===== config.mk =====
export PLATFORM = sky130hd
export DESIGN_NAME = box_avg_fifo
export DESIGN_NICKNAME = d
export VERILOG_FILES = /design/src/hdl/box_avg_fifo.sv
export SDC_FILE = /design/constraint.sdc
export NUM_CORES = 1
export LEC_CHECK = 0
export ABC_AREA = 1
export BUFFER_PORTS_ARGS = -buffer_cell sky130_fd_sc_hd__buf_4
export CAP_MARGIN = 15
export CORE_MARGIN = 2
export CORE_UTILIZATION = 50
export CTS_CLUSTER_DIAMETER = 200
export DETAILED_ROUTE_END_ITERATION = 10
export GPL_TIMING_DRIVEN = 1
export PLACE_DENSITY = 0.71
export SYNTH_ARGS = -nofsm -noshare
export SYNTH_HDL_FRONTEND = slang
export SYNTH_SLANG_ARGS = --single-unit

===== constraint.sdc =====
create_clock -name clk -period 3.2 [get_ports clk]
set_input_delay 0.48 -clock clk [delete_from_list [all_inputs] [get_ports clk]]
set_output_delay 0.48 -clock clk [all_outputs]
set_load 0.05 [all_outputs]

===== src/hdl/box_avg_fifo.sv =====
// ----------------------------------------------------------------------------
// box_avg_fifo
// Short queue between the pixel classifier and the accumulate pipeline.
// ----------------------------------------------------------------------------
module box_avg_fifo #(
  parameter int WIDTH = 8,
  parameter int DEPTH = 4,
  localparam int PW   = $clog2(DEPTH),
  localparam int NW   = $clog2(DEPTH + 1)
) (
  input  logic             clk,
  input  logic             rst_n,
  input  logic             push,
  input  logic [WIDTH-1:0] wdata,
  output logic             full,
  input  logic             pop,
  output logic [WIDTH-1:0] rdata,
  output logic             empty
);

  logic [WIDTH-1:0] slot_r [DEPTH];
  logic [PW-1:0]    wr_ptr_r, wr_ptr_nxt;
  logic [PW-1:0]    rd_ptr_r, rd_ptr_nxt;
  logic [NW-1:0]    count_r, count_nxt;

  always_comb begin
    wr_ptr_nxt = wr_ptr_r;
    rd_ptr_nxt = rd_ptr_r;
    count_nxt  = count_r;
    if (push) begin
      wr_ptr_nxt = (wr_ptr_r == PW'(DEPTH - 1)) ? '0 : wr_ptr_r + PW'(1);
    end
    if (pop) begin
      rd_ptr_nxt = (rd_ptr_r == PW'(DEPTH - 1)) ? '0 : rd_ptr_r + PW'(1);
    end
    if (push && !pop) begin
      count_nxt = count_r + NW'(1);
    end else if (pop && !push) begin
      count_nxt = count_r - NW'(1);
    end
  end

  always_ff @(posedge clk) begin
    if (!rst_n) begin
      wr_ptr_r <= '0;
      rd_ptr_r <= '0;
      count_r  <= '0;
    end else begin
      wr_ptr_r <= wr_ptr_nxt;
      rd_ptr_r <= rd_ptr_nxt;
      count_r  <= count_nxt;
    end
  end

  always_ff @(posedge clk) begin
    if (push) begin
      slot_r[wr_ptr_r] <= wdata;
    end
  end

  assign rdata = slot_r[rd_ptr_r];
  assign full  = (count_r == NW'(DEPTH));
  assign empty = (count_r == '0);

endmodule


; ---- Word-level counts from Yosys, hierarchy flattened
; Memory sizes are Yosys's and may differ from the RTL's. A register that Yosys moved wholly into a read port is not among the register bits.
; Index checks and enable logic that the tools add are counted.
[classes]
addsub = 4
n_mul = 0
div_mod_pow = 0
magnitude_cmp = 0
eq_ne = 3
shift = 0
mux = 8
bitwise = 0
reduce_logical = 6
[op_table]
columns = operator, count
row1 = $mux 2, 4
row2 = $mux 3, 2
row3 = $add 2x1->2 const B, 2
row4 = $eq 2x2->1 const B, 2
row5 = $add 3x1->3 const B, 1
row6 = $eq 3x3->1 const B, 1
row7 = $logic_not 3->1, 1
row8 = $sub 3x1->3 const B, 1
row9 = $logic_and 1x1->1, 2
row10 = $logic_not 1->1, 2
row11 = $mux 1, 2
row12 = $reduce_bool 2->1, 1
[word_totals]
regBits = 7
latch_bits = 0
ramBits = 32
mem_bits_ro = 0
input_bits = 12
out_inout_bits = 10
word_cells = 25
n_memories = 1
[mem_list]
columns = memory, words, word_bits, read_ports, rd_ports_with_merged_regs, wr, line_no
row1 = slot_r, 4, 8, 1, 1, 1, 21  ; logic [WIDTH-1:0] slot_r [DEPTH];

; ---- Longest topological paths before layout
[logic_depth]
depth_word = 4
mapped_depth = 10
mapped_depth_nobuf = 10

; ---- Least setup slack after synthesis
; No wires, ideal clock.
[synth_path]
path_kind = flip-flop to output port
startpoint = register count_r[0]
endpoint = output port empty
t_arrival_ps = 1431
t_required_ps = 2720
setup_slack_ps = 1289
path_stages_with_launch = 2
n_path_buf = 0
cell_sequence = dfxtp_1 > nor3_1
[synth_between]
elab_chain_cells = 1
[synth_rtl]
columns = element, line_no
row1 = from (decl), 24  ; logic [NW-1:0] count_r, count_nxt;
row2 = from (signal assigned), 51  ; count_r <= count_nxt;
row3 = $logic_not 3->1, 63  ; assign empty = (count_r == '0);
row4 = to (decl), 18  ; output logic empty
; Every way passes these cells.

==> run_results.csv <==
group,metric,value,unit
run_status,status,"complete, no violations",
setup_path,crit_buf_inv,2,
setup_path,crit_family,"flip-flops",
logic_synthesis,synth.top_cell.area_share,58.2,%
setup_path,path_max_fanout,17,
pwr,switching_component_of_the_power,320,µW
logic_synthesis,mean_cell_area_of_the_mapped_netlist,12.2,µm²
pwr,seq_power_share,54.2,%
cells_and_area,design.final.nets,180,
pwr,power.leakage,0.770,nW
setup_path,critPathCaptureType,"output pin",
clock_network,clk-insertion-delay-late,340,ps
die,die-width,61.5,µm
placement,dp_hpwl,1950,µm
flow_run,max-cap-violations,0,
hold_path,worst_hold_path_type,"input port to flop",
placement,gp_routability_congestion,0.826,
drt,drtAntennaViolNets,0,
placement,placement.io_buffers,21,
logic_synthesis,dominant_cells_by_area_after_synthesis,"edfxtp_1 (58%), dfxtp_1 (11%), nor2_1 (5.0%), ha_1 (4.5%), o21ai_0 (4.5%)",
global_routing,global_route_wire_length_before_repair,4260,µm
sta,skew,8.37,ps
cells_and_area,syn2layout_area_growth,16.1,%
global_routing,grt_pass1_vias,978,
die,floorplan.initialDensity,53.2,%
logic_synthesis,syn_nets,154,
pwr,clockPowerShare,28.0,%
drt,initialDrtViolationCount,32,
pwr,power_switching_share,27.8,%
setup_path,cp_slowest_stage_delay,650,ps
global_routing,global_route.peak_usage_layer,"met2",
global_routing,grt_antenna_before_repair,0,
clock_network,hold_buffers,0,
pwr,comb_power_share,17.8,%
setup_path,critPathLaunchType,"flop",
setup_path,cp_slowest_cell,"dfxtp_1",
die,placement_rows,20,
global_routing,global_route_total_usage_across_every_layer,16.4,%
sta,post-route-period-util,70.0,%
cells_and_area,fraction_of_layout_instances_using_a_drive_strength_above_1,20.4,%
pwr,power_density,601,nW/µm²
logic_synthesis,postSynthCellCount,135,
setup_path,crit_chain,"inv_2 -> o21ai_0 -> o22ai_1 -> buf_4",
logic_synthesis,yosys_register_bits,41,
pwr,peakVddDrop,0.422,mV
die,chipHeight,61.5,µm
global_routing,grt_start_max_net_pins,18,
sta,hold_viol_final,0,
clock_network,postCtsResizedCells,0,
cells_and_area,n_antenna_cell,0,
clock_network,cts_tree,"yes",
die,core_area,3100,µm²
logic_synthesis,synth_async_sr_flop_share,0,%
sta,fmax,446,MHz
setup_path,cp.arrival,1760,ps
clock_network,cts-root-to-sink-buffers,2,
logic_synthesis,synth_edf_count,32,
logic_synthesis,synth_commonest_cells,"edfxtp_1 (32), nor2_1 (22), inv_1 (15), o21ai_0 (15), dfxtp_1 (9)",
sta,period_needed,2240,ps
cells_and_area,final_util,61.8,%
drt,wirelength,2810,µm
die,dieArea,3780,µm²
logic_synthesis,seq_area_frac_synth,69.1,%
sta,setup_repair_after_global_routing_missed_its_margin,"no",
sta,setup_total_negative_slack,0,ps
pwr,cellInternalPower,833,µW
global_routing,grt_use_met1,18.3,%
logic_synthesis,netlist_area,1650,µm²
clock_network,cts_made_buffers,5,
global_routing,groute.layer.met2.usage,28.0,%
sta,final-max-slew-violation-count,0,
logic_synthesis,yosys_warnings,0,
clock_network,clk_pin_slew,120,ps
drt,drc,0,
clock_network,cts.htree.levels,2,
logic_synthesis,yosys.cell_count.top_type,"edfxtp_1",
setup_path,kind_of_critical_path,"flop to output pin",
sta,max-slew-margin-rel,66.5,%
logic_synthesis,yosys.cell_types.count,19,
drt,drt_pass1_iterations,4,
drt,post_drt_wl_per_cell,13.6,µm
sta,tightestPinTransition,501,ps
global_routing,total_gr_overflow,0,
logic_synthesis,post-synth-top-area-cell,"edfxtp_1",
cells_and_area,final.fill_count,266,
logic_synthesis,synth-main-ff-cell,"edfxtp_1",
clock_network,clock_tree_root_buffer_cell,"clkbuf_4",
sta,setup-violations-final,0,
setup_path,cp.required,2720,ps
clock_network,post-cts-setup-buffers,0,
global_routing,grt_util_met3,6.51,%
drt,viasPerCell,5.09,
die,top_level_ports,22,
drt,vias,1049,
clock_network,cts.sink_count,41,
[power by group through the flow]
stage,combinational [mW],clock [mW],sequential [mW]
finish,0.205,0.323,0.624
detailed placement,0.206,0,0.637
global placement,0.200,0,0.635
floorplan,0.148,0,0.629
global route,0.221,0.350,0.628
CTS,0.206,0.328,0.625
[worst paths after layout]
check	from	end	slack, ps	cells past startpoint
max	flop	rdata[3]	960	4
min	wdata[7]	slot_r[1][7]	330	1
max reg2reg	wr_ptr_r[0]	slot_r[3][0]	1920	3
min reg2reg	wr_ptr_r[1]	wr_ptr_r[1]	550	2
[cells in the final DEF, fill, tap and decap left out]
cell type / instances
inv_1: 15
xor2_1: 1
bufinv_16: 1
nand3_1: 1
nor2_2: 2
nor2_1: 22
o21ai_0: 15
edfxtp_1: 32
clkbuf_4: 5
o21ai_1: 2
nand4_1: 1
ha_1: 6
nor3_1: 4
clkinv_2: 1
buf_4: 21
o21ai_2: 2
dfxtp_1: 9
o22ai_1: 8
inv_2: 1
nand2_1: 8
fa_1: 1
clkbuf_1: 1
a21oi_1: 3
[final cells by class]
class / instances / area (µm²) / share of cell area (%)
Timing Repair Buffer: 21 / 158 / 8.22
Clock buffer: 6 / 41.3 / 2.15
Multi-Input combinational cell: 76 / 428 / 22.3
Clock inverter: 2 / 35.0 / 1.83
Sequential cell: 41 / 1140 / 59.5
Tap cell: 44 / 55.1 / 2.87
Inverter: 16 / 60.1 / 3.13
[metal layers]
| layer | wire (µm) | up-vias |
|---|---|---|
| met5 | 0 | - |
| met4 | 51 | 0 |
| met3 | 183 | 8 |
| met2 | 1350 | 34 |
| met1 | 1220 | 485 |
| li1 | - | 522 |
[flip-flops by register name, indices dropped and copies added, names as in the netlist, named ones only]
signal    cells
count_r       3
slot_r       32
wr_ptr_r      2
rd_ptr_r      2
[logic make-up (layout without fill, tap and decap cells)]
logic type / Yosys count / after routing / synth area share, %
AO/OA/AOI/OAI: 30 / 30 / 10.2
XOR/XNOR: 1 / 1 / 0.530
AND/OR/NAND/NOR: 38 / 38 / 9.47
buffers and inverters: 18 / 45 / 5.00
adder cells (fa/ha/maj): 7 / 7 / 5.76
flip-flops: 41 / 41 / 69.1
[metrics by stage]
stage	cell area (µm²)	hold WS [ps]	setup WS, ps	std cells	total power [mW]
finish	1920	331	960	206	1.15
global route	1920	300	757	206	1.20
floorplan	1650	490	1290	135	0.778
detailed placement	1840	535	1360	198	0.843
global placement	1840	503	1400	198	0.835
CTS	1920	314	955	206	1.16
(Power assumes the default switching activity.)
