### src/hdl/box_avg_pkg.sv
// ----------------------------------------------------------------------------
// box_avg_pkg
// Shared types and constants of the box average downsampler.
// ----------------------------------------------------------------------------
package box_avg_pkg;

  localparam int DEF_MAX_COLUMNS = 1024;
  localparam int DEF_MAX_FACTOR  = 16;
  localparam int ROW_LIMIT       = 4096;
  localparam int ROW_POS_W       = $clog2(ROW_LIMIT);

  localparam int PIX_W       = 8;
  localparam int SRC_COLS_W  = 11;
  localparam int SRC_ROWS_W  = 13;
  localparam int FACTOR_W    = 5;
  localparam int CFG_DATA_W  = 13;
  localparam int CFG_IDX_W   = 2;
  localparam int QUEUE_DEPTH = 4;

  localparam logic [SRC_COLS_W-1:0] RST_SOURCE_COLUMNS = SRC_COLS_W'(1024);
  localparam logic [SRC_ROWS_W-1:0] RST_SOURCE_ROWS    = SRC_ROWS_W'(1024);
  localparam logic [FACTOR_W-1:0]   RST_BLOCK_FACTOR   = FACTOR_W'(2);

  typedef enum logic [CFG_IDX_W-1:0] {
    CFG_SOURCE_COLUMNS = 2'd0,
    CFG_SOURCE_ROWS    = 2'd1,
    CFG_BLOCK_FACTOR   = 2'd2
  } cfg_index_t;

  // per-pixel classification handed from front to back
  typedef struct packed {
    logic first;      // first row of a block row: sum restarts
    logic emit;       // last pixel of a block
    logic row_end;
    logic image_end;
  } flags_t;

endpackage

### src/hdl/box_avg_recip.sv
// ----------------------------------------------------------------------------
// box_avg_recip
// Bit-serial divider producing m = ceil(2^K / area) for the mean multiply.
// ----------------------------------------------------------------------------
module box_avg_recip #(
  parameter int MAX_FACTOR = box_avg_pkg::DEF_MAX_FACTOR,
  localparam int L    = 2 * $clog2(MAX_FACTOR),
  localparam int AREA_W = L + 1,
  localparam int K    = box_avg_pkg::PIX_W + 2 * L,
  localparam int MW   = K + 1
) (
  input  logic              clk,
  input  logic              rst_n,
  input  logic              start,
  input  logic [AREA_W-1:0] area,
  output logic              busy,
  output logic [MW-1:0]     recip
);

  localparam int CNT_W = $clog2(K + 1);

  logic              busy_r, busy_nxt;
  logic [CNT_W-1:0]  cnt_r, cnt_nxt;
  logic [AREA_W-1:0] rem_r, rem_nxt;
  logic [MW-1:0]     quo_r, quo_nxt;
  logic [MW-1:0]     recip_r, recip_nxt;
  logic [AREA_W:0]   trial;
  logic              ge;

  assign trial = {rem_r, (cnt_r == CNT_W'(K))};
  assign ge    = (trial >= {1'b0, area});

  always_comb begin
    busy_nxt  = busy_r;
    cnt_nxt   = cnt_r;
    rem_nxt   = rem_r;
    quo_nxt   = quo_r;
    recip_nxt = recip_r;
    if (start) begin
      busy_nxt = 1'b1;
      cnt_nxt  = CNT_W'(K);
      rem_nxt  = '0;
      quo_nxt  = '0;
    end else if (busy_r) begin
      rem_nxt = ge ? AREA_W'(trial - {1'b0, area}) : AREA_W'(trial);
      quo_nxt = {quo_r[MW-2:0], ge};
      if (cnt_r == '0) begin
        busy_nxt  = 1'b0;
        recip_nxt = quo_nxt + MW'(rem_nxt != '0);
      end else begin
        cnt_nxt = cnt_r - CNT_W'(1);
      end
    end
  end

  always_ff @(posedge clk) begin
    if (!rst_n) begin
      busy_r <= 1'b1;
      cnt_r  <= CNT_W'(K);
      rem_r  <= '0;
      quo_r  <= '0;
    end else begin
      busy_r <= busy_nxt;
      cnt_r  <= cnt_nxt;
      rem_r  <= rem_nxt;
      quo_r  <= quo_nxt;
    end
  end

  always_ff @(posedge clk) begin
    recip_r <= recip_nxt;
  end

  assign busy  = busy_r;
  assign recip = recip_r;

endmodule

### config.mk
export PLATFORM = sky130hd
export DESIGN_NAME = box_avg_recip
export DESIGN_NICKNAME = d
export VERILOG_FILES = /design/src/hdl/box_avg_pkg.sv /design/src/hdl/box_avg_recip.sv
export SDC_FILE = /design/constraint.sdc
export NUM_CORES = 1
export LEC_CHECK = 0
export ABC_AREA = 1
export BUFFER_PORTS_ARGS = -buffer_cell sky130_fd_sc_hd__buf_2
export CORE_ASPECT_RATIO = 1.5
export CORE_MARGIN = 5
export CORE_UTILIZATION = 58
export DETAILED_ROUTE_END_ITERATION = 7
export PLACE_DENSITY = 0.79
export SLEW_MARGIN = 20
export SYNTH_ARGS = -nofsm -noshare
export SYNTH_HDL_FRONTEND = slang
export SYNTH_SLANG_ARGS = --single-unit
export TNS_END_PERCENT = 50
### constraint.sdc
create_clock -name clk -period 4.4 [get_ports clk]
set_clock_uncertainty 0.05 [all_clocks]
set_input_delay 0.66 -clock clk [delete_from_list [all_inputs] [get_ports clk]]
set_output_delay 0.66 -clock clk [all_outputs]
set_load 0.02 [all_outputs]
* Yosys cells after proc, flatten, opt, wreduce, memory -nomap -nowiden *
Index checks and enable logic that the tools add are counted.
W data, S select, Z words.

operators by class
  add/sub/neg operators = 3
  order comparisons = 1
  eq/ne operators = 1
  mux-type cells = 3
  bitwise logic cells = 3
  reduce and logical (&&, ||, !) cells = 5

operator list
  kind                   number
  $add A25 B1 Y25        1
  $ge A10 B9 Y1          1
  $mux W9                1
  $reduce_bool A9 Y1     1
  $sub A9 B9 Y9          1
  $eq A5 B5 Y1 const B   1
  $logic_not A5 Y1       1
  $sub A5 B1 Y5 const B  1
  $not A1 Y1             3
  $reduce_and A3 Y1      1
  $mux W1                2
  $reduce_and A2 Y1      1
  $reduce_or A2 Y1       1

storage, ports and cells
  register bits after elaboration = 64
  input port bits = 12
  logic and storage cells = 21

* Depth between registers and ports, before layout *
Gate-level depths: netlist of run 1.

  depth in word-level cells = 5
  depth in mapped cells = 28

* Least setup slack after synthesis of run 1 *
OpenSTA, ideal clock, no wires.

  path kind = register to register
  from = register cnt_r[0]
  to = register recip_r[24] (netlist: recip[24]), data pin
  arrival time = 3371 ps
  slack = 721 ps
  cell stages (with the launch flop) = 29
  period minus slack after synthesis = 3679 ps
  cell sequence = dfxtp_1 inv_1 ha_1 nand4_1 ha_1 inv_1 fa_1 inv_1 nor3_1 nor2_1 nand2_1 nand2_1 buf_2 nand2_1 nand2_1 inv_2 nand3_1 nor2_1 nand2_1 ha_1 ha_1 nand2_2 nor3_4 nand2_2 nor2_4 nand2_4 nor2_2 nand4_1 xnor2_1

between the ends
  longest elaborated chain between the ends = 5

ends and longest elaborated chain
  item                                            line                                      text
  start: declaration                              box_avg_recip.sv:23                       logic [CNT_W-1:0] cnt_r, cnt_nxt;
  start signal: assignment                        box_avg_recip.sv:59                       cnt_r <= CNT_W'(K);
  start signal: assignment                        box_avg_recip.sv:64                       cnt_r <= cnt_nxt;
  $eq A5 B5 Y1 (*)                                box_avg_recip.sv:30                       assign trial = {rem_r, (cnt_r == CNT_W'(K))};
  $sub A9 B9 Y9 or $ge A10 B9 Y1 (tied branches)  box_avg_recip.sv:45, box_avg_recip.sv:31
  $mux W9                                         box_avg_recip.sv:45                       rem_nxt = ge ? AREA_W'(trial - {1'b0, area}) : AREA_W'(trial);
  $reduce_bool A9 Y1                              box_avg_recip.sv:49                       recip_nxt = quo_nxt + MW'(rem_nxt != '0);
  $add A25 B1 Y25 (*)                             box_avg_recip.sv:49
  end signal: assignment                          box_avg_recip.sv:71                       recip_r <= recip_nxt;
  end: declaration                                box_avg_recip.sv:26                       logic [MW-1:0] recip_r, recip_nxt;

Mark *: on every way between the ends. The rest lies on a longest branch, timed or not.
A chain may end at the register's enable or synchronous reset.

* Final worst setup path of run 1 *
Ends and elaborated chain as after synthesis.

==> results.md, run 1 <==
* R2r setup slk at ~450 ps
* Syn Inst Count at about 430
* Initial antenna violation count at 0
* Final Max Slew Viols at 0
* WHS Path Cells at 2
* Clock-pin slew on the worst setup and hold paths at 80 ps
* Global-route usage over all layers at 18.63%
* Die width at around 73 um
* Worst vdd ir at 161.6 uV
* Maxcap violations at 0
* Synth unique cells at 33
* Crit-path max FO at 11
* Pleak at 1.839 nW
* Worst r2r src: cnt_r[0]
* DRT iter0 DRCs at about 180
* Total number of vias at 2781
* Die Area at ~7600 um2
* Routed Antenna Nets at 0
* Status: complete, no violations
* Worst skew pair latency at 340 ps
* Post-CTS setup buffer count at 0
* Largest net degree at the start of global routing at 42
* Sequential standard cell area at 1531 um2
* First-pass GRT wire length at 11.34 mm
* Nets at around 490
* Relative slew margins at 42.57%
* F_max at about 0.25 GHz
* Core area at just under 6000 um2
* Row count at 34
* Grt ovf at 0
* Synth Register Bits at 64
* Arrival time worst endpoint at about 4000 ps
* # diodes at 0
* Slew @ Worst Pin at 860.5 ps
* WP data required at roughly 4500 ps
* CTS tree: yes
* Clock sinks at 64
* Final GP Congestion at around 0.94
* I/O Buffers at 37
* Htree depth at 3
* Hold Path Class: reg -> reg
* Pwr dens at 295.0 nW/um2
* Finish-stage setup viols at 0
* Setup crit start: cnt_r[0]
* Die H at 104.0 um
* Worst Setup End Kind: flop
* CTS root buffer: clkbuf_8
* Number of buffers created by CTS at 9
* Synth warn at 0
* # fillers at 519
* R2R depth at 26
* TNS Setup at 0 ps
* Worst r2r dst: recip[24]
* Vias/cell at around 5.1
* Final min period at 3945 ps
* Critical Path Source Type: flop
* Final wirelength at about 6.6 mm
* Hold path startpoint: cnt_r[0]
* Avg WL per Cell at roughly 12 um
* Sequential share of the synthesized area at 44.82%
* Area grow syn2layout at 12.67%
* CTS max path bufs at 2
* Unrepaired setup endpoints after global routing: false
* Hold slack at 421.2 ps
* Mapped cell area at 3417 um2
* Final HPWL DP at ~4.8 mm
* Io pins at 38
* Final worst-path cycle share at 89.67%
* Crit path kind: reg -> reg
* Post-synthesis area per instance at 8.021 um2
* Area taken by multi-input logic gates at approximately 1600 um2
* Initial Util at 59.06%
* First-pass DRT Iterations at 4
* Syn_nets at ~450
* DRC at 0
* Final Hold Vio Count at 0
* CP max stage cell: dfxtp_1
* Worst Hold End: cnt_r[0]
* Critical Path Max Stage Delay at 310 ps
* Fraction of layout cells with a size suffix above 1 at 18.09%
* Vias in the first global route at 2647
-- metal layers --
metal	vias to the layer above	routed length (um)	track usage (%)
met1	1250	2677	21.38
met4	0	131	8.971
li1	1455	-	-
met3	13	279	3.191
met2	63	3467	32.43
met5	-	0	0
-- metrics by stage --
stage	setup slack [ps]	power, mW	util, %	std cells	cell area [um2]
floorplan	721.4	0.6905	-	426	3417
global placement	426.5	0.7084	63.49	526	3674
detailed placement	285.3	0.7116	63.49	526	3674
CTS	289.5	1.146	66.46	542	3845
global route	13.78	1.182	66.54	542	3850
finish	454.6	1.136	66.54	542	3850
-- state kept, by name, summed over array words and instances, names as in the netlist --
signal  flops
busy        1
recip      25
quo_r      24
cnt_r       5
rem_r       9
-- worst max-delay path by stage --
stage	slack (ps)	endpoint	cells after the start
detailed placement	290	recip[24]	25
floorplan	720	recip[24]	28
global placement	430	recip[24]	25
finish	450	recip[24]	26
global route	10	recip[24]	26
CTS	290	recip[24]	27
-- cell type report --
type | count | share of cell area (%)
inverters | 57 | 5.557
multi-input cells | 293 | 42.48
clock buffers | 9 | 3.217
flip-flops and latches | 64 | 39.78
repair buffers | 40 | 5.395
well taps | 72 | 2.340
clock inverters | 7 | 1.235
-- report_power, final --
group	internal, mW	switching, mW	total [mW]
logic	0.0302	0.0502	0.0804
clock network	0.204	0.233	0.436
registers	0.616	0.00339	0.619
total	0.849	0.286	1.14
-- critical path, delay by kind of cell, from the launching register on --
family / cells / cell delay, ps
AO/OA/AOI/OAI: 1 / 190
XOR/XNOR: 1 / 150
flip-flops: 1 / 310
AND/OR/NAND/NOR: 15 / 1670
adder cells (fa/ha/maj): 5 / 1020
buffers and inverters: 4 / 320
-- kinds of logic (layout without fill, tap and decap cells) --
logic type,count (synthesis),after routing,synth area share (%)
xor gates and xnor gates,26,26,6.664
AOI/OAI and AO/OA,61,61,9.411
and+or+nand+nor,192,192,26.14
buffers and inverters,69,113,7.616
DFF,64,64,44.82
adders and majority gates,14,14,5.346
-- Yosys cell counts --
cell type / count / area (um2)
nand4_2: 2 / 25.02
nand2_2: 5 / 31.28
nor3_1: 4 / 20.02
nand4_1: 5 / 31.28
inv_2: 3 / 11.26
edfxtp_1: 25 / 750.7
o21a_1: 1 / 7.510
nand3_1: 17 / 85.08
o221ai_1: 1 / 8.760
nor2_4: 2 / 22.52
xor2_1: 16 / 140.1
nand2_4: 2 / 22.52
buf_2: 1 / 5.000
or4_1: 1 / 7.510
nand3b_1: 1 / 7.510
inv_1: 54 / 202.7
o211ai_1: 4 / 30.03
nor3_2: 1 / 10.01
nor2_2: 5 / 31.28
nor4_2: 2 / 25.02
fa_1: 1 / 20.02
dfxtp_1: 39 / 780.8
a21oi_1: 35 / 175.2
nor2_1: 25 / 93.84
nand2_1: 116 / 435.4
ha_1: 13 / 162.7
nand3_2: 2 / 20.02
o21ai_0: 13 / 65.06
xnor2_1: 10 / 87.58
or2_4: 1 / 8.760
o21ai_1: 7 / 35.03
nor3_4: 1 / 16.27
clkbuf_1: 11 / 41.29
-- cell usage in the layout, fill, tap and decap left out, types with 6 or more instances in the layout --
| master | n |
|---|---|
| nand3_1 | 17 |
| nand2_1 | 115 |
| ha_1 | 13 |
| o21ai_1 | 7 |
| xnor2_1 | 10 |
| a21oi_1 | 35 |
| xor2_1 | 16 |
| inv_1 | 54 |
| edfxtp_1 | 25 |
| nand2_2 | 6 |
| clkbuf_8 | 9 |
| dfxtp_1 | 39 |
| buf_2 | 37 |
| o21ai_0 | 13 |
| nor2_1 | 25 |
-- what timing repair did --
| action | 4_1_cts | 5_1_grt |
|---|---|---|
| hold buffers | 0 | 0 |
| hold endpoints to repair | 0 | 0 |
| resized for setup | 0 | 2 |
| endpoints found under the setup margin | 0 | 2 |
Power figures use the tool's default switching activity.
==> run 2: changes to the inputs <==
--- a/config.mk
+++ b/config.mk
@@ -5,7 +5,6 @@
 export SDC_FILE = /design/constraint.sdc
 export NUM_CORES = 1
 export LEC_CHECK = 0
-export ABC_AREA = 1
 export BUFFER_PORTS_ARGS = -buffer_cell sky130_fd_sc_hd__buf_2
 export CORE_ASPECT_RATIO = 1.5
 export CORE_MARGIN = 5
@@ -16,4 +15,3 @@
 export SYNTH_ARGS = -nofsm -noshare
 export SYNTH_HDL_FRONTEND = slang
 export SYNTH_SLANG_ARGS = --single-unit
-export TNS_END_PERCENT = 50
==> results.md, run 2 <==
* Hold Path Class: reg -> reg
* Post-place setup slack at 457.1 ps
* Avg WL per Cell at 14.28 um
* Synth top area cells: dfxtp_1, edfxtp_1, mux2i_1, xnor2_1, ha_1
* Final HPWL DP at 4.514 mm
* CTS root buffer: clkbuf_8
* Fraction of layout cells with a size suffix above 1 at 16.71%
* Number of buffers created by CTS at 9
* Worst skew pair latency at 330 ps
* CP max stage cell: a211oi_1
* Critical Path Source Type: flop
* Nets at 386
* Htree depth at 3
* Post-synthesis area per instance at 10.13 um2
* Largest net degree at the start of global routing at 48
* # diodes at 0
* Vias/cell at 5.667
* Top-area cell type share of the netlist area at 24.02%
* Number of flip-flops in the largest register at 25
* Initial antenna violation count at 0
* Maxcap violations at 0
* First-pass GRT wire length at 10.50 mm
* Finish-stage setup viols at 0
* Synth unique cells at slightly below 50
* Mapped cell area at 3251 um2
* Pwr dens at 319.3 nW/um2
* Final cell count without fillers at 435
* Relative slew margins at 29.87%
* Most frequent cell after synthesis: dfxtp_1
* Synth Register Bits at 64
* Clock sinks at 64
* Ys async rst share at 0%
* Routed Antenna Nets at 0
* Final wirelength at approximately 6.2 mm
* Cell mode on critical path: ha_1
* I/O Buffers at 37
* Hold slack at around 460 ps
* Global-route usage over all layers at between 10% and 20%
* Vias in the first global route at 2372
* Unrepaired setup endpoints after global routing: false
* Area grow syn2layout at 13.36%
* Row count at 33
* Synth warn at 0
* Final Max Slew Viols at 0
* Initial Util at 59.64%
* Syn Inst Count at 321
* Critical Path Max Stage Delay at 480 ps
* Area leader, netlist: dfxtp_1
* Crit-path max FO at 4
* Worst vdd ir at 162.8 uV
* Core area at 5450 um2
* Total number of vias at between 2000 and 2500
* Io pins at 38
* DRT iter0 DRCs at 195
* Die Area at 7233 um2
* Worst Setup End Kind: flop
* Die width at 71.13 um
* Status: complete, no violations
* PostCTS Resize Cnt at 0
* Placed Cells at 419
* Kind of cell adding the most delay to the critical path: simple AND/OR/NAND/NOR gates
* Pleak at ~1.6 nW
* Sequential standard cell area at 1533 um2
* Syn_nets at 347
* Arrival time worst endpoint at approximately 4000 ps
* Crit path kind: reg -> reg
* EDFF count, synth at 25
* Number of buffers and inverters on the critical path at 2
* Final min period at 3953 ps
* Worst-path cell chain: inv_1, ha_1, nand4b_1, ha_1, inv_1, fa_1, a21oi_1, a211oi_1, nor3_2, and4_1, a41oi_1, ha_1, ha_1, nand3_1, nor3_1, nand4_1, xnor2_1
* # fillers at about 460
* Tot Pwr at 1.177 mW
* DRC at 0
* F_max at 0.2530 GHz
* CTS Hold Bufs at 0
* Synth top cells by count: dfxtp_1, nor2_1, mux2i_1
* Area taken by multi-input logic gates at 1617 um2
* Final Hold Vio Count at 0
* Post-CTS setup buffer count at 0
* Grt ovf at 0
* Slew @ Worst Pin at 1052 ps
* Commonest register cell after synthesis: dfxtp_1
* Final WS setup at between 400 and 500 ps
* CTS tree: yes
* First-pass DRT Iterations at 4
* Clock-pin slew on the worst setup and hold paths at 70 ps
* Most frequent cells in the layout: nor2_1, dfxtp_1, buf_2
* CTS max path bufs at 2
* Die H at 101.7 um
* Final GP Congestion at a little under 1
* Final worst-path cycle share at 89.83%
* TNS Setup at 0 ps
* Sequential share of the synthesized area at a little under half
* WP data required at 4430 ps
==> run 2: changes by cell type in the layout (fill, tap and decap cells not counted), moves of 6 or more <==
cell / delta
a21oi_1: -21
xor2_1: -7
nand2_2: -6
xnor2_1: +10
mux2i_1: +29
nor2_1: +13
inv_1: -40
nand2_1: -99
==> run 2: power breakdown <==
part | leakage [nW] | internal [mW] | switching, mW
Sequential | 0.546 | 0.616 | 0.00542
Combinational | 0.993 | 0.0366 | 0.0481
Clock | 0.0937 | 0.259 | 0.212
Total | 1.63 | 0.911 | 0.265
==> run 2: path summary, 6_finish.rpt <==
check,slack [ps],cells past startpoint,from,endpoint
max,450,17,cnt_r[0],recip[24]
min,460,2,quo_r[0],quo_r[0]
max reg2reg,450,17,cnt_r[0],recip[24]
min reg2reg,460,2,quo_r[0],quo_r[0]
==> run 2: stage by stage <==
stage,util (%),instance area [um2]
after global routing,67.61,3685
after global placement,64.16,3497
after CTS,67.61,3685
after detailed placement,64.16,3497
final,67.61,3685
after floorplan,-,3251
==> run 2: cell families after synthesis <==
family	after synthesis	synth area share [%]
DFF	64	47.11
buffers and inverters	26	3.349
AOI/OAI and AO/OA	47	9.200
xor gates and xnor gates	29	7.814
and+or+nand+nor	111	17.63
muxes	30	9.276
adders and majority gates	14	5.620
==> run 2: area by class of cell <==
cell class	count	area share, %
sequential	64	41.60
tap	70	2.377
timing repair buffer	40	5.637
clock buffer	10	3.463
clock inverter	6	1.630
inverter	14	1.426
multi-input combinational	231	43.87
==> run 2: worst min-delay path, cell delays in order, from the launching register on <==
cell,delay (ps)
dfxtp_1,330
nor2_1,90
a211oi_1,50
==> run 2: routing by layer <==
| layer | share of wire (%) | vias up | GRT usage (%) |
|---|---|---|---|
| met1 | 39 | 1157 | 18.92 |
| met5 | 0 | - | 0 |
| met2 | 54 | 63 | 34.52 |
| met4 | 2.3 | 0 | 9.117 |
| met3 | 4.2 | 12 | 3.277 |
| li1 | - | 1233 | - |
