## src/hdl/box_avg_pkg.sv

```systemverilog
// ----------------------------------------------------------------------------
// box_avg_pkg
// Shared types and constants of the box average downsampler.
// ----------------------------------------------------------------------------
package box_avg_pkg;

  localparam int DEF_MAX_COLUMNS = 1024;
  localparam int DEF_MAX_FACTOR  = 16;
  localparam int ROW_LIMIT       = 4096;
  localparam int ROW_POS_W       = $clog2(ROW_LIMIT);

  localparam int PIX_W       = 8;
  localparam int SRC_COLS_W  = 11;
  localparam int SRC_ROWS_W  = 13;
  localparam int FACTOR_W    = 5;
  localparam int CFG_DATA_W  = 13;
  localparam int CFG_IDX_W   = 2;
  localparam int QUEUE_DEPTH = 4;

  localparam logic [SRC_COLS_W-1:0] RST_SOURCE_COLUMNS = SRC_COLS_W'(1024);
  localparam logic [SRC_ROWS_W-1:0] RST_SOURCE_ROWS    = SRC_ROWS_W'(1024);
  localparam logic [FACTOR_W-1:0]   RST_BLOCK_FACTOR   = FACTOR_W'(2);

  typedef enum logic [CFG_IDX_W-1:0] {
    CFG_SOURCE_COLUMNS = 2'd0,
    CFG_SOURCE_ROWS    = 2'd1,
    CFG_BLOCK_FACTOR   = 2'd2
  } cfg_index_t;

  // per-pixel classification handed from front to back
  typedef struct packed {
    logic first;      // first row of a block row: sum restarts
    logic emit;       // last pixel of a block
    logic row_end;
    logic image_end;
  } flags_t;

endpackage

```

## src/hdl/box_avg_front.sv

```systemverilog
// ----------------------------------------------------------------------------
// box_avg_front
// Raster position tracking; classifies each pixel and queues the kept ones.
// ----------------------------------------------------------------------------
module box_avg_front #(
  parameter int MAX_COLUMNS = box_avg_pkg::DEF_MAX_COLUMNS,
  parameter int MAX_FACTOR  = box_avg_pkg::DEF_MAX_FACTOR,
  localparam int CLW = $clog2(MAX_COLUMNS + 1),
  localparam int CW  = $clog2(MAX_COLUMNS),
  localparam int FW  = $clog2(MAX_FACTOR + 1)
) (
  input  logic                                clk,
  input  logic                                rst_n,
  input  logic                                restart,
  input  logic [CLW-1:0]                      cols,
  input  logic [box_avg_pkg::SRC_ROWS_W-1:0]  rows,
  input  logic [FW-1:0]                       factor,
  input  logic                                busy,
  input  logic                                q_full,
  input  logic                                in_valid,
  input  logic [box_avg_pkg::PIX_W-1:0]       in_pixel_value,
  output logic                                in_stall,
  output logic                                q_push,
  output logic [box_avg_pkg::PIX_W-1:0]       q_pix,
  output logic [CW-1:0]                       q_addr,
  output box_avg_pkg::flags_t                 q_flags
);

  import box_avg_pkg::*;

  localparam int IBW = $clog2(MAX_FACTOR);
  localparam int RPW = ROW_POS_W;
  localparam int CXW = CLW + FW + 1;
  localparam int RXW = SRC_ROWS_W + FW + 1;

  logic [CW-1:0]  col_pos_r, col_pos_nxt;
  logic [CW-1:0]  col_base_r, col_base_nxt;
  logic [CW-1:0]  ocol_r, ocol_nxt;
  logic [IBW-1:0] cib_r, cib_nxt;
  logic [RPW-1:0] row_pos_r, row_pos_nxt;
  logic [RPW-1:0] row_base_r, row_base_nxt;
  logic [IBW-1:0] rib_r, rib_nxt;

  logic           fire;
  logic [CXW-1:0] col_lim;
  logic [RXW-1:0] row_lim;
  logic           col_in, row_in, col_last, row_last;
  logic           col_wrap, row_wrap, cib_wrap, rib_wrap;

  // a block is kept only when it fits entirely inside the image
  assign col_lim  = CXW'(col_base_r) + CXW'(factor);
  assign row_lim  = RXW'(row_base_r) + RXW'(factor);
  assign col_in   = (col_lim <= CXW'(cols));
  assign row_in   = (row_lim <= RXW'(rows));
  assign col_last = ((col_lim + CXW'(factor)) > CXW'(cols));
  assign row_last = ((row_lim + RXW'(factor)) > RXW'(rows));

  assign col_wrap = ((CLW'(col_pos_r) + CLW'(1)) >= cols);
  assign row_wrap = ((SRC_ROWS_W'(row_pos_r) + SRC_ROWS_W'(1)) >= rows);
  assign cib_wrap = ((FW'(cib_r) + FW'(1)) >= factor);
  assign rib_wrap = ((FW'(rib_r) + FW'(1)) >= factor);

  assign in_stall = busy | q_full;
  assign fire     = in_valid & ~in_stall;

  always_comb begin
    col_pos_nxt  = col_pos_r;
    col_base_nxt = col_base_r;
    ocol_nxt     = ocol_r;
    cib_nxt      = cib_r;
    row_pos_nxt  = row_pos_r;
    row_base_nxt = row_base_r;
    rib_nxt      = rib_r;
    priority if (restart) begin
      col_pos_nxt  = '0;
      col_base_nxt = '0;
      ocol_nxt     = '0;
      cib_nxt      = '0;
      row_pos_nxt  = '0;
      row_base_nxt = '0;
      rib_nxt      = '0;
    end else if (fire) begin
      if (col_wrap) begin
        col_pos_nxt  = '0;
        col_base_nxt = '0;
        ocol_nxt     = '0;
        cib_nxt      = '0;
        if (row_wrap) begin
          row_pos_nxt  = '0;
          row_base_nxt = '0;
          rib_nxt      = '0;
        end else begin
          row_pos_nxt = row_pos_r + RPW'(1);
          if (rib_wrap) begin
            rib_nxt      = '0;
            row_base_nxt = row_pos_r + RPW'(1);
          end else begin
            rib_nxt = rib_r + IBW'(1);
          end
        end
      end else begin
        col_pos_nxt = col_pos_r + CW'(1);
        if (cib_wrap) begin
          cib_nxt      = '0;
          ocol_nxt     = ocol_r + CW'(1);
          col_base_nxt = col_pos_r + CW'(1);
        end else begin
          cib_nxt = cib_r + IBW'(1);
        end
      end
    end
  end

  always_ff @(posedge clk) begin
    if (!rst_n) begin
      col_pos_r  <= '0;
      col_base_r <= '0;
      ocol_r     <= '0;
      cib_r      <= '0;
      row_pos_r  <= '0;
      row_base_r <= '0;
      rib_r      <= '0;
    end else begin
      col_pos_r  <= col_pos_nxt;
      col_base_r <= col_base_nxt;
      ocol_r     <= ocol_nxt;
      cib_r      <= cib_nxt;
      row_pos_r  <= row_pos_nxt;
      row_base_r <= row_base_nxt;
      rib_r      <= rib_nxt;
    end
  end

  assign q_push            = fire & col_in & row_in;
  assign q_pix             = in_pixel_value;
  assign q_addr            = ocol_r;
  assign q_flags.first     = (rib_r == '0);
  assign q_flags.emit      = (FW'(rib_r) == factor - FW'(1)) &&
                             (FW'(cib_r) == factor - FW'(1));
  assign q_flags.row_end   = q_flags.emit & col_last;
  assign q_flags.image_end = q_flags.emit & col_last & row_last;

endmodule

```

## config.mk

```make
export PLATFORM = sky130hd
export DESIGN_NAME = box_avg_front
export DESIGN_NICKNAME = d
export VERILOG_FILES = /design/src/hdl/box_avg_pkg.sv /design/src/hdl/box_avg_front.sv
export SDC_FILE = /design/constraint.sdc
export NUM_CORES = 1
export LEC_CHECK = 0
export ABC_AREA = 1
export BUFFER_PORTS_ARGS = -buffer_cell sky130_fd_sc_hd__buf_2
export CORE_MARGIN = 2
export CORE_UTILIZATION = 40
export CTS_BUF_LIST = sky130_fd_sc_hd__clkbuf_16
export DETAILED_ROUTE_END_ITERATION = 10
export GPL_ROUTABILITY_DRIVEN = 0
export SYNTH_ARGS = -nofsm -noshare
export SYNTH_HDL_FRONTEND = slang
export SYNTH_SLANG_ARGS = --single-unit
```

## constraint.sdc

```tcl
create_clock -name clk -period 3.82 [get_ports clk]
set_input_delay 0.191 -clock clk [delete_from_list [all_inputs] [get_ports clk]]
set_output_delay 0.191 -clock clk [all_outputs]
set_load 0.01 [all_outputs]
```

Word-level counts from Yosys, hierarchy flattened
Cells that the tools add are included.
{"block": "word_totals", "reg_bits": 62, "elab_cells": 59}
{"block": "classes", "addsub": 14, "magnitude_cmp": 8, "n_eq_ne": 2, "mux": 12, "n_bitwise": 8, "n_reduce_logical": 8}
{"operator": "$mux 10", "count": 5}
{"operator": "$mux 12", "count": 3}
{"operator": "$add 10x1->10 const B", "count": 2}
{"operator": "$mux 4", "count": 4}
{"operator": "$add 13x5->14", "count": 1}
{"operator": "$gt 14x13->1", "count": 1}
{"operator": "$add 12x1->13 const B", "count": 1}
{"operator": "$add 12x5->13", "count": 1}
{"operator": "$ge 13x13->1", "count": 1}
{"operator": "$le 13x13->1", "count": 1}
{"operator": "$add 11x5->12", "count": 1}
{"operator": "$add 12x1->12 const B", "count": 1}
{"operator": "$gt 12x11->1", "count": 1}
{"operator": "$add 10x1->11 const B", "count": 1}
{"operator": "$add 10x5->11", "count": 1}
{"operator": "$ge 11x11->1", "count": 1}
{"operator": "$le 11x11->1", "count": 1}
{"operator": "$add 4x1->5 const B", "count": 2}
{"operator": "$eq 4x5->1", "count": 2}
{"operator": "$ge 5x5->1", "count": 2}
{"operator": "$add 4x1->4 const B", "count": 2}
{"operator": "$and 1x1->1", "count": 5}
{"operator": "$sub 5x1->5 const B", "count": 1}
{"operator": "$logic_not 4->1", "count": 1}
{"operator": "7 further kinds", "count": 10}

Longest topological paths before layout
Gate-level depths: netlist (run 1).
{"block": "depth", "depth_word": 5, "depth_mapped": 26, "mapped_depth_nobuf": 26}

Least setup slack after synthesis (run 1)
No wires, ideal clock.
{"block": "synth_path", "path_kind": "register to output", "start": "reg row_base_r[0]", "end": "out q_flags[0] in the netlist's numbering", "arrival_time_ns": 3.432, "slack_ns": 0.197, "path_stages_with_launch": 25, "cell_sequence": "dfxtp_1 > ha_1 > inv_1 > fa_1 > inv_1 > nand3_1 > nand3_1 > xnor2_1 > inv_1 > ha_1 > nand2_1 > inv_1 > nand4_1 > nand3_1 > nand3_1 > nor2_2 > nand3_2 > xor2_1 > ha_1 > nand2_1 > o21ai_0 > nand2_1 > nand3_1 > o21ai_0 > nor3_1"}
{"element": "start: declaration", "line_no": "box_avg_front.sv:41", "text": "logic [RPW-1:0] row_base_r, row_base_nxt;"}
{"element": "start signal: assignment", "line_no": "box_avg_front.sv:129", "text": "row_base_r <= row_base_nxt;"}
{"element": "end: declaration", "line_no": "box_avg_front.sv:26", "text": "output box_avg_pkg::flags_t q_flags"}

==> flow_summary.yaml, run 1 <==
status:
  status: "finished with violations"
  violations: "setup timing"
logic_synthesis:
  synth_edf_count: 0
  yosys.area_share.simple_pct: 33.7
  synth_ff_type: "dfxtp_1"
  synth_area_leaders: "ha_1 (20%), dfxtp_1 (18%), nand2_1 (14%), inv_1 (8.2%), a21oi_1 (5.6%)"
  synth-xor-area-share_pct: 6.57
  ys_seq_area_share_pct: 17.9
  synth_top_family_by_area: "simple AND/OR/NAND/NOR gates"
  post_synth.cell_area_avg_um2: 6.53
  syn_inst: 1061
  synth_top_area_share_pct: 19.7
  synth_compound_area_share_pct: 9.93
  ys_warn_count: 0
  synth-seq-cells: 62
  synth_top_area_cell: "ha_1"
  postSynth.asyncResetShare_pct: 0
  yosys.area_share.adder_pct: 20.8
  ys_types: 47
  synthesis.nets: 1217
  synth.area.mux_share_pct: 0
  netlist_area_mm2: 0.00693
setup_path:
  critPathKind: "reg -> out"
  critical-path-max-stage-delay_ps: 350
  timing.critical_path.to_type: "primary output"
  worstPathMaxFanout: 3
  cp.required_ps: 3630
  path_cells: "ha_4 > inv_2 > fa_2 > inv_2 > nand3_2 > nand3_2 > xnor2_2 > inv_2 > ha_4 > nand2_2 > inv_2 > nand4_1 > nand3_2 > nand3_2 > nor2_4 > nand3_2 > xor2_1 > ha_1 > nand2_2 > nor3_4 > nand4_1 > o21ai_2 > nor3_4 > buf_2"
  path_buf_inv: 5
  critPathTopFamily: "simple AND/OR/NAND/NOR gates"
  cp_data_arrival_time_ps: 3770
  crit_top_cell: "nand3_2"
  start_kind: "register"
  slowest_stage: "dfxtp_2"
placed_design:
  hpwl_mm: 14.5
  dp.cells: 1333
  portBuffers: 50
timing:
  slew_headroom_pct: 49.6
  hold_violations: 0
  rsz0062_at_grt: "true"
  final_max_slew_viol_count: 0
  setup_ws_ps: -144
  period_share_pct: 104
  tightestPinTransition_ps: 755
  fmax_mhz: 252
  finalCriticalPeriod_ps: 3960
  setup_viol: 2
  skew_ps: 7.67
  fin_tns_setup_ps: -219
final_layout:
  final_layout_size_suffix_gt1_share_pct: 16.3
  post-route-util_pct: 47.8
  area_delta_synth_final_pct: 18.1
  fin_cells: 1357
  n_antenna_cell: 0
  num-nets-final: 1283
power_and_ir_drop:
  power_frac_seq_pct: 33.4
  power.internal_mw: 1.38
  p_sw_share_pct: 29.3
  combPwrFrac_pct: 18.6
  irDropWorstVdd_mv: 0.261
  p_per_area_mw_per_mm2: 238
  p_switching_mw: 0.570
  clkPwrFrac_pct: 48.0
  leakagePower_nw: 4.08
floorplan:
  die_area_mm2: 0.0184
  core_area_mm2: 0.0171
  rows: 48
  ioPinCount: 67
  floorplan.initialDensity_pct: 40.5
  die_w_um: 136
  dieHeight_um: 136
global_route:
  grt_pass1_wl_mm: 30.7
  grt_max_degree: 42
  grt_usage_pct: 20.8
  grt_remaining_overflow: 0
  antenna_found_initial: 0
  grt_pass1_vias: 6373
clock_network:
  clock_latency_ps: 350
  cts_buffers: 9
  clock-sinks: 62
  cts_buffer_depth: 2
  path_clk_slew_ps: 60
  htreeDepth: 3
  cts_tree: "done"
  cts-root-buf: "clkbuf_16"
route:
  vias_per_cell: 5.09
  num_vias: 6901
  postRouteAntennaNets: 0
  drt_iter0_drc: 309
  drt-wirelength-per-cell_um: 13.8
  drt-total-wl_mm: 18.7
  post-route-drc-count: 0
  drt_pass1_iterations: 5
min_path:
  min_path_type: "in -> out"
run:
  cap_violations: 0
[flip-flops by register name, indices dropped and copies added (netlist names)]
signal and flops:
cib_r 4, col_base_r 10, col_pos_r 10, q_addr 10
rib_r 4, row_base_r 12, row_pos_r 12
[power groups by stage]
| stage | clock, mW | combinational, mW | sequential (mW) |
|---|---|---|---|
| finish | 0.934 | 0.362 | 0.651 |
| global route | 0.977 | 0.413 | 0.651 |
| CTS | 0.951 | 0.338 | 0.651 |
| detailed placement | 0 | 0.325 | 0.666 |
| global placement | 0 | 0.323 | 0.666 |
| floorplan | 0 | 0.230 | 0.665 |
[synth_stat cells, types with 2 or more instances]
master and count:
nor2_2 8, nand4_1 61, o21ai_0 28, clkbuf_1 8, a31oi_1 2, nor2_1 92
buf_2 12, nand3_2 2, inv_1 151, buf_4 13, o21a_1 2, xor2_1 34
nor3b_1 2, nand2_2 8, xnor2_1 13, nor2_4 2, dfxtp_1 62, a21oi_1 78
a21o_1 3, o21bai_1 2, nor3_1 11, nand3b_1 3, nand2_1 258, ha_1 109
fa_1 4, nand3_1 72
[placed cells by master, fill, tap and decap left out, drive strengths merged, types with 9 or more instances in the layout]
master  Yosys  routed
xor2       36      36
nor3       11      11
nand4      61      61
nand2     267     267
o21ai      29      29
ha        109     109
nand3      74      74
buf        26      89
a21oi      79      79
dfxtp      62      62
clkbuf      8       9
nor2      102     102
inv       151     155
xnor2      13      13
[through the flow]
stage / setup slack [ps] / area [um2] / hold slack [ps] / total power [mW]
2_1_floorplan: 197 / 6930 / 426 / 0.895
3_3_place_gp: 32.6 / 7500 / 382 / 0.989
3_5_place_dp: -45.2 / 7500 / 382 / 0.991
4_1_cts: -172 / 7980 / 368 / 1.94
5_1_grt: -386 / 8190 / 382 / 2.04
6_report: -144 / 8190 / 382 / 1.95
[logic make-up after synthesis]
group	count (synthesis)
DFF	62
adders and majority gates	113
and+or+nand+nor	525
xor gates and xnor gates	49
buffers and inverters	186
AOI/OAI and AO/OA	126
[worst reg2reg max path, stage by stage (launching register included)]
cell,delay (ps)
dfxtp_1,400
ha_1,210
nand2_1,100
nor3_1,380
nand4_1,200
nand2_1,110
inv_1,60
ha_1,300
a21oi_1,170
o21a_1,140
nand2_1,50
nor2_1,180
nand3_1,130
nand2_1,200
buf_4,260
nand2_1,100
o21ai_1,140
[path summary, 6_finish.rpt]
check	startpoint	to	slack (ps)	depth (start not counted)
worst min register to register	col_base_r[3]	col_base_r[3]	470	2
worst max register to register	col_pos_r[0]	col_base_r[0]	590	16
worst max-delay path	row_base_r[0]	q_flags[0]	-140	24
worst min-delay path	in_pixel_value[4]	q_pix[4]	380	0
[layout make-up]
class	count	area [um2]
sequential	62	1240
clock buffer	9	225
tap	225	282
timing repair buffer	89	543
multi-input combinational	813	5220
inverter	152	571
clock inverter	7	103
fill	1812	8930
[per-layer routing]
layer	global-route usage [%]	up-vias	wire, um
li1	-	3631	-
met1	27.8	3112	8820
met2	35.0	139	8840
met3	3.03	19	775
met4	5.84	0	287
met5	0	-	0
[repair_timing]
item / in CTS / in global routing
buffers inserted: 4 / 4
hold buffers: 0 / 0
resized for setup: 31 / 32
setup endpoints to repair: 2 / 2
pin swaps: 21 / 20
(Power assumes the default switching activity.)
==> inputs of run 2 (changes only) <==
BUFFER_PORTS_ARGS = unset   (was -buffer_cell sky130_fd_sc_hd__buf_2)
DONT_BUFFER_PORTS = 1   (was unset)
PLACE_DENSITY = 0.54   (was unset)
==> run 2 against run 1 <==
Net effect: the run still ends with setup timing left; sequential power is essentially flat; design area down 4.4%; core utilization down 2.1 points; flip-flop and latch count is the same; die area is the same; critical endpoint unchanged; largest cell class unchanged.
==> flow_summary.yaml, run 2 (synthesis gave the netlist of run 1 again) <==
floorplan:
  die_w_um: 136
  floorplan.initialDensity_pct: 40.5
  rows: 48
  dieHeight_um: 136
  ioPinCount: 67
  core_area_mm2: 0.0171
  die_area_mm2: 0.0184
power_and_ir_drop:
  leakagePower_nw: 3.83
  p_per_area_mw_per_mm2: 230
  irDropWorstVdd_mv: 0.216
final_layout:
  final_common_cell: "nand2_1"
  fin_cells: 1308
  reg_top3: "row_base_r x12, row_pos_r x12"
  postLayoutCellArea_mm2: 0.00783
  num-nets-final: 1234
  final_layout_size_suffix_gt1_share_pct: 11.5
  n_antenna_cell: 0
  area_delta_synth_final_pct: 12.9
  layout_common_cells: "nand2_1 (253), inv_1 (147), ha_1 (101), nor2_1 (86), a21oi_1 (78)"
route:
  post-route-drc-count: 0
  num_vias: 6577
  drt-wirelength-per-cell_um: 14.0
  drt-total-wl_mm: 18.3
  drt_pass1_iterations: 4
  vias_per_cell: 5.03
  postRouteAntennaNets: 0
  drt_iter0_drc: 356
setup_path:
  worstRegToRegCells: 16
  crit_path_end: "q_flags[0]"
  worstPathMaxFanout: 4
  critPathKind: "reg -> out"
  crit_path_start: "row_base_r[0]"
  cp.required_ps: 3630
  slowest_stage: "dfxtp_2"
  crit_top_cell: "buf_4"
  path_cells: "ha_4 > inv_2 > fa_2 > inv_2 > buf_4 > buf_4 > buf_4 > buf_4 > buf_4 > buf_4 > nand2_1 > nand2_1 > nand2_1 > nand2_2 > nor2_4 > nand3_2 > xor2_1 > ha_1 > nand2_2 > nor3_2 > nand4_1 > o21ai_4 > nor3_2 > buf_4"
  timing.rr.end: "q_addr[5]"
  cp_data_arrival_time_ps: 3780
  timing.critical_path.to_type: "primary output"
  reg2reg_from: "col_pos_r[0]"
  r2r_setup_slack_ps: 570
  start_kind: "register"
  critical-path-max-stage-delay_ps: 330
global_route:
  grt_pass1_wl_mm: 30.1
  grt_max_degree: 42
  grt_pass1_vias: 6140
  met1_usage_pct: 26.3
  use_met3_pct: 3.11
  grt_use_met2_pct: 36.6
  grt_remaining_overflow: 0
  antenna_found_initial: 0
  top_usage_layer: "met2"
  grt_usage_pct: 20.4
timing:
  slew_headroom_pct: 46.1
  final_max_slew_viol_count: 0
  setup_ws_ps: -152
  rsz0062_at_grt: "true"
  fmax_mhz: 252
  setup_viol: 2
  hold_violations: 0
  tightestPinTransition_ps: 807
  period_share_pct: 104
  skew_ps: 10.3
  finalCriticalPeriod_ps: 3970
clock_network:
  cts_buffers: 9
  path_clk_slew_ps: 60
  cts-root-buf: "clkbuf_16"
  clock_latency_ps: 340
  cts_tree: "done"
  clock-sinks: 62
  htreeDepth: 3
  cts_buffer_depth: 2
placed_design:
  portBuffers: 0
  hpwl_mm: 14.6
  dp.cells: 1284
  placedInstanceArea_mm2: 0.00726
status:
  violations: "setup timing"
  status: "finished with violations"
min_path:
  min_from: "in_valid"
  min_path_type: "in -> reg"
run:
  cap_violations: 0
==> run 2: stage by stage <==
step	setup slack, ps	power (mW)	hold WS, ps	util [%]	TNS (ps)
6_report	-152	1.80	251	45.7	-232
3_5_place_dp	-132	0.971	382	42.4	-132
2_1_floorplan	197	0.895	426	-	0
5_1_grt	-441	1.91	300	45.7	-798
3_3_place_gp	-56.2	0.970	382	42.4	-56.2
4_1_cts	-267	1.82	244	45.1	-478
==> run 2: area by class of cell <==
cell class	count	area (um2)
clock buffer	9	225
clock inverter	7	73.8
fill	1851	9290
inverter	152	571
multi-input combinational	813	5130
sequential	62	1240
tap	225	282
timing repair buffer	40	300
==> run 2: per-layer routing <==
layer / routed length, um / up-vias / part of all wire (%)
met4: 120 / 0 / 0.65
met1: 8660 / 2959 / 47
met3: 547 / 11 / 3.0
met2: 9000 / 82 / 49
li1: - / 3525 / -
met5: 0 / - / 0
==> run 2: what timing repair did <==
item                                    CTS  global route
resized for setup                        24            25
pin swaps                                18            17
hold buffers                              0             0
setup buffers                             8             1
gates cloned                              0             0
endpoints found under the setup margin    2             2
==> run 2: worst min path at each step <==
stage                              end  depth (start not counted)
final                         cib_r[0]                          3
after global routing          cib_r[1]                          3
after CTS                     cib_r[0]                          3
after detailed placement      q_pix[3]                          0
after global placement        q_pix[3]                          0
after floorplan           col_pos_r[4]                          3
==> run 2: worst max-delay path: cells and delay by family (launching register included) <==
family / cells / cell delay [ps]
AO/OA/AOI/OAI: 1 / 210
AND/OR/NAND/NOR: 10 / 1090
buffers and inverters: 9 / 980
XOR/XNOR: 1 / 160
flip-flops: 1 / 330
adder cells (fa/ha/maj): 3 / 650
==> run 2: report_power, final <==
group	switching, mW	total, mW	internal, mW
logic	0.195	0.323	0.128
clock network	0.323	0.829	0.506
registers	0.00260	0.652	0.649
==> inputs of run 3 (changes only) <==
CORE_ASPECT_RATIO = 0.7   (was unset)
==> run 3 against run 2 <==
Net effect: the flow still finishes with violations (setup timing); setup slack better by 75 ps; register-to-register slack worse by 60 ps; clock power up 11%; sequential share of layout area down 0.052 points; sequential power about the same; clock-buffer cell count unchanged; first-iteration DRC count up 7.0%; routed wire length up 2.0%; combinational power up 1%; clock skew about the same; highest routed layer unchanged.
==> flow_summary.yaml, run 3 (synthesis gave the netlist of run 1 again) <==
status:
  status: "finished with violations"
  violations: "setup timing"
final_layout:
  n_antenna_cell: 0
  area_delta_synth_final_pct: 13.5
  final_common_cell: "nand2_1"
  post-route-util_pct: 46.1
  layout_common_cells: "nand2_1 (252), inv_1 (147), ha_1 (99), nor2_1 (84), a21oi_1 (76)"
  num-nets-final: 1223
  final_layout_size_suffix_gt1_share_pct: 11.6
  fin_cells: 1302
  postLayoutCellArea_mm2: 0.00787
  reg_top3: "row_base_r x12, row_pos_r x12"
placed_design:
  hpwl_mm: 14.8
  dp.cells: 1276
  placedInstanceArea_mm2: 0.00716
  portBuffers: 0
timing:
  rsz0062_at_grt: "true"
  finalCriticalPeriod_ps: 3900
  hold_violations: 0
  slew_headroom_pct: 48.3
  setup_ws_ps: -76.1
  fmax_mhz: 257
  period_share_pct: 102
  setup_viol: 2
  skew_ps: 10.5
  tightestPinTransition_ps: 774
  final_max_slew_viol_count: 0
  fin_tns_setup_ps: -112
setup_path:
  start_kind: "register"
  cp_data_arrival_time_ps: 3710
  critPathKind: "reg -> out"
  cp.required_ps: 3630
  worstPathMaxFanout: 3
  timing.critical_path.to_type: "primary output"
power_and_ir_drop:
  irDropWorstVdd_mv: 0.133
  p_per_area_mw_per_mm2: 241
  leakagePower_nw: 3.79
  p_total_mw: 1.90
route:
  num_vias: 6529
  post-route-drc-count: 0
  drt-total-wl_mm: 18.7
  postRouteAntennaNets: 0
  vias_per_cell: 5.01
  drt-wirelength-per-cell_um: 14.4
  drt_pass1_iterations: 5
  drt_iter0_drc: 381
floorplan:
  die_w_um: 161
  core_area_mm2: 0.0171
  die_area_mm2: 0.0184
  ioPinCount: 67
  rows: 40
  dieHeight_um: 114
  floorplan.initialDensity_pct: 40.6
global_route:
  grt_usage_pct: 20.7
  grt_max_degree: 42
  antenna_found_initial: 0
  use_met3_pct: 2.93
  grt_pass1_wl_mm: 30.5
  grt_pass1_vias: 5921
  top_usage_layer: "met1"
  met1_usage_pct: 32.8
  grt_remaining_overflow: 0
  grt_use_met2_pct: 28.8
min_path:
  min_path_type: "in -> reg"
clock_network:
  clock_latency_ps: 340
  cts_buffer_depth: 2
  cts-root-buf: "clkbuf_16"
  clock-sinks: 62
  hold_buffers: 0
  path_clk_slew_ps: 50
  cts_tree: "done"
  htreeDepth: 3
  cts_buffers: 9
run:
  cap_violations: 0
-- run 3: final timing paths --
check | from | to | slack, ps | depth (start not counted)
setup reg to reg | col_pos_r[0] | q_addr[2] | 510 | 16
setup / recovery | row_base_r[0] | q_flags[0] | -80 | 24
hold / removal | in_valid | cib_r[0] | 280 | 3
hold reg to reg | rib_r[3] | rib_r[3] | 470 | 2
-- run 3: metal layers --
metal  part of all wire (%)  vias up
met1                     57     2889
met4                   0.89        0
met2                     38      123
met5                      0        -
met3                    4.3       11
li1                       -     3506
-- run 3: layout make-up --
| class | instances | area, um2 |
|---|---|---|
| tap | 231 | 289 |
| timing repair buffer | 29 | 218 |
| multi-input combinational | 813 | 5220 |
| clock buffer | 9 | 225 |
| fill | 1821 | 9200 |
| inverter | 152 | 571 |
| sequential | 62 | 1240 |
| clock inverter | 6 | 103 |
-- run 3: repair_timing --
item	in CTS	in global routing
pin swaps	21	17
hold endpoints to repair	0	0
gates resized for setup	40	24
endpoints found under the setup margin	2	2
buffers inserted	7	4
-- run 3: worst max-delay path, stage by stage (launching register included) --
cell,delay [ps]
dfxtp_2,340
ha_4,130
inv_2,30
fa_2,340
inv_2,70
nand3_2,80
nand3_4,90
xnor2_2,120
inv_2,70
ha_4,280
nand2_2,50
inv_2,50
nand4_1,90
nand3_2,110
nand3_2,80
nor2_4,120
nand3_2,90
xor2_1,160
ha_1,310
nand2_2,90
nor3_2,170
nand4_1,120
o21ai_2,170
nor3_2,50
buf_4,150
-- run 3: through the flow --
stage | hold slack [ps] | setup WS [ps]
2_1_floorplan | 426 | 197
3_3_place_gp | 382 | 61.8
3_5_place_dp | 382 | -23.0
4_1_cts | 264 | -108
5_1_grt | 338 | -271
6_report | 284 | -76.1
-- run 3: power by group --
group	leakage (nW)	total (mW)	internal (mW)	switching (mW)
registers	0.501	0.652	0.650	0.00263
clock network	0.164	0.917	0.627	0.290
logic	3.13	0.327	0.129	0.198
total	3.79	1.90	1.41	0.490
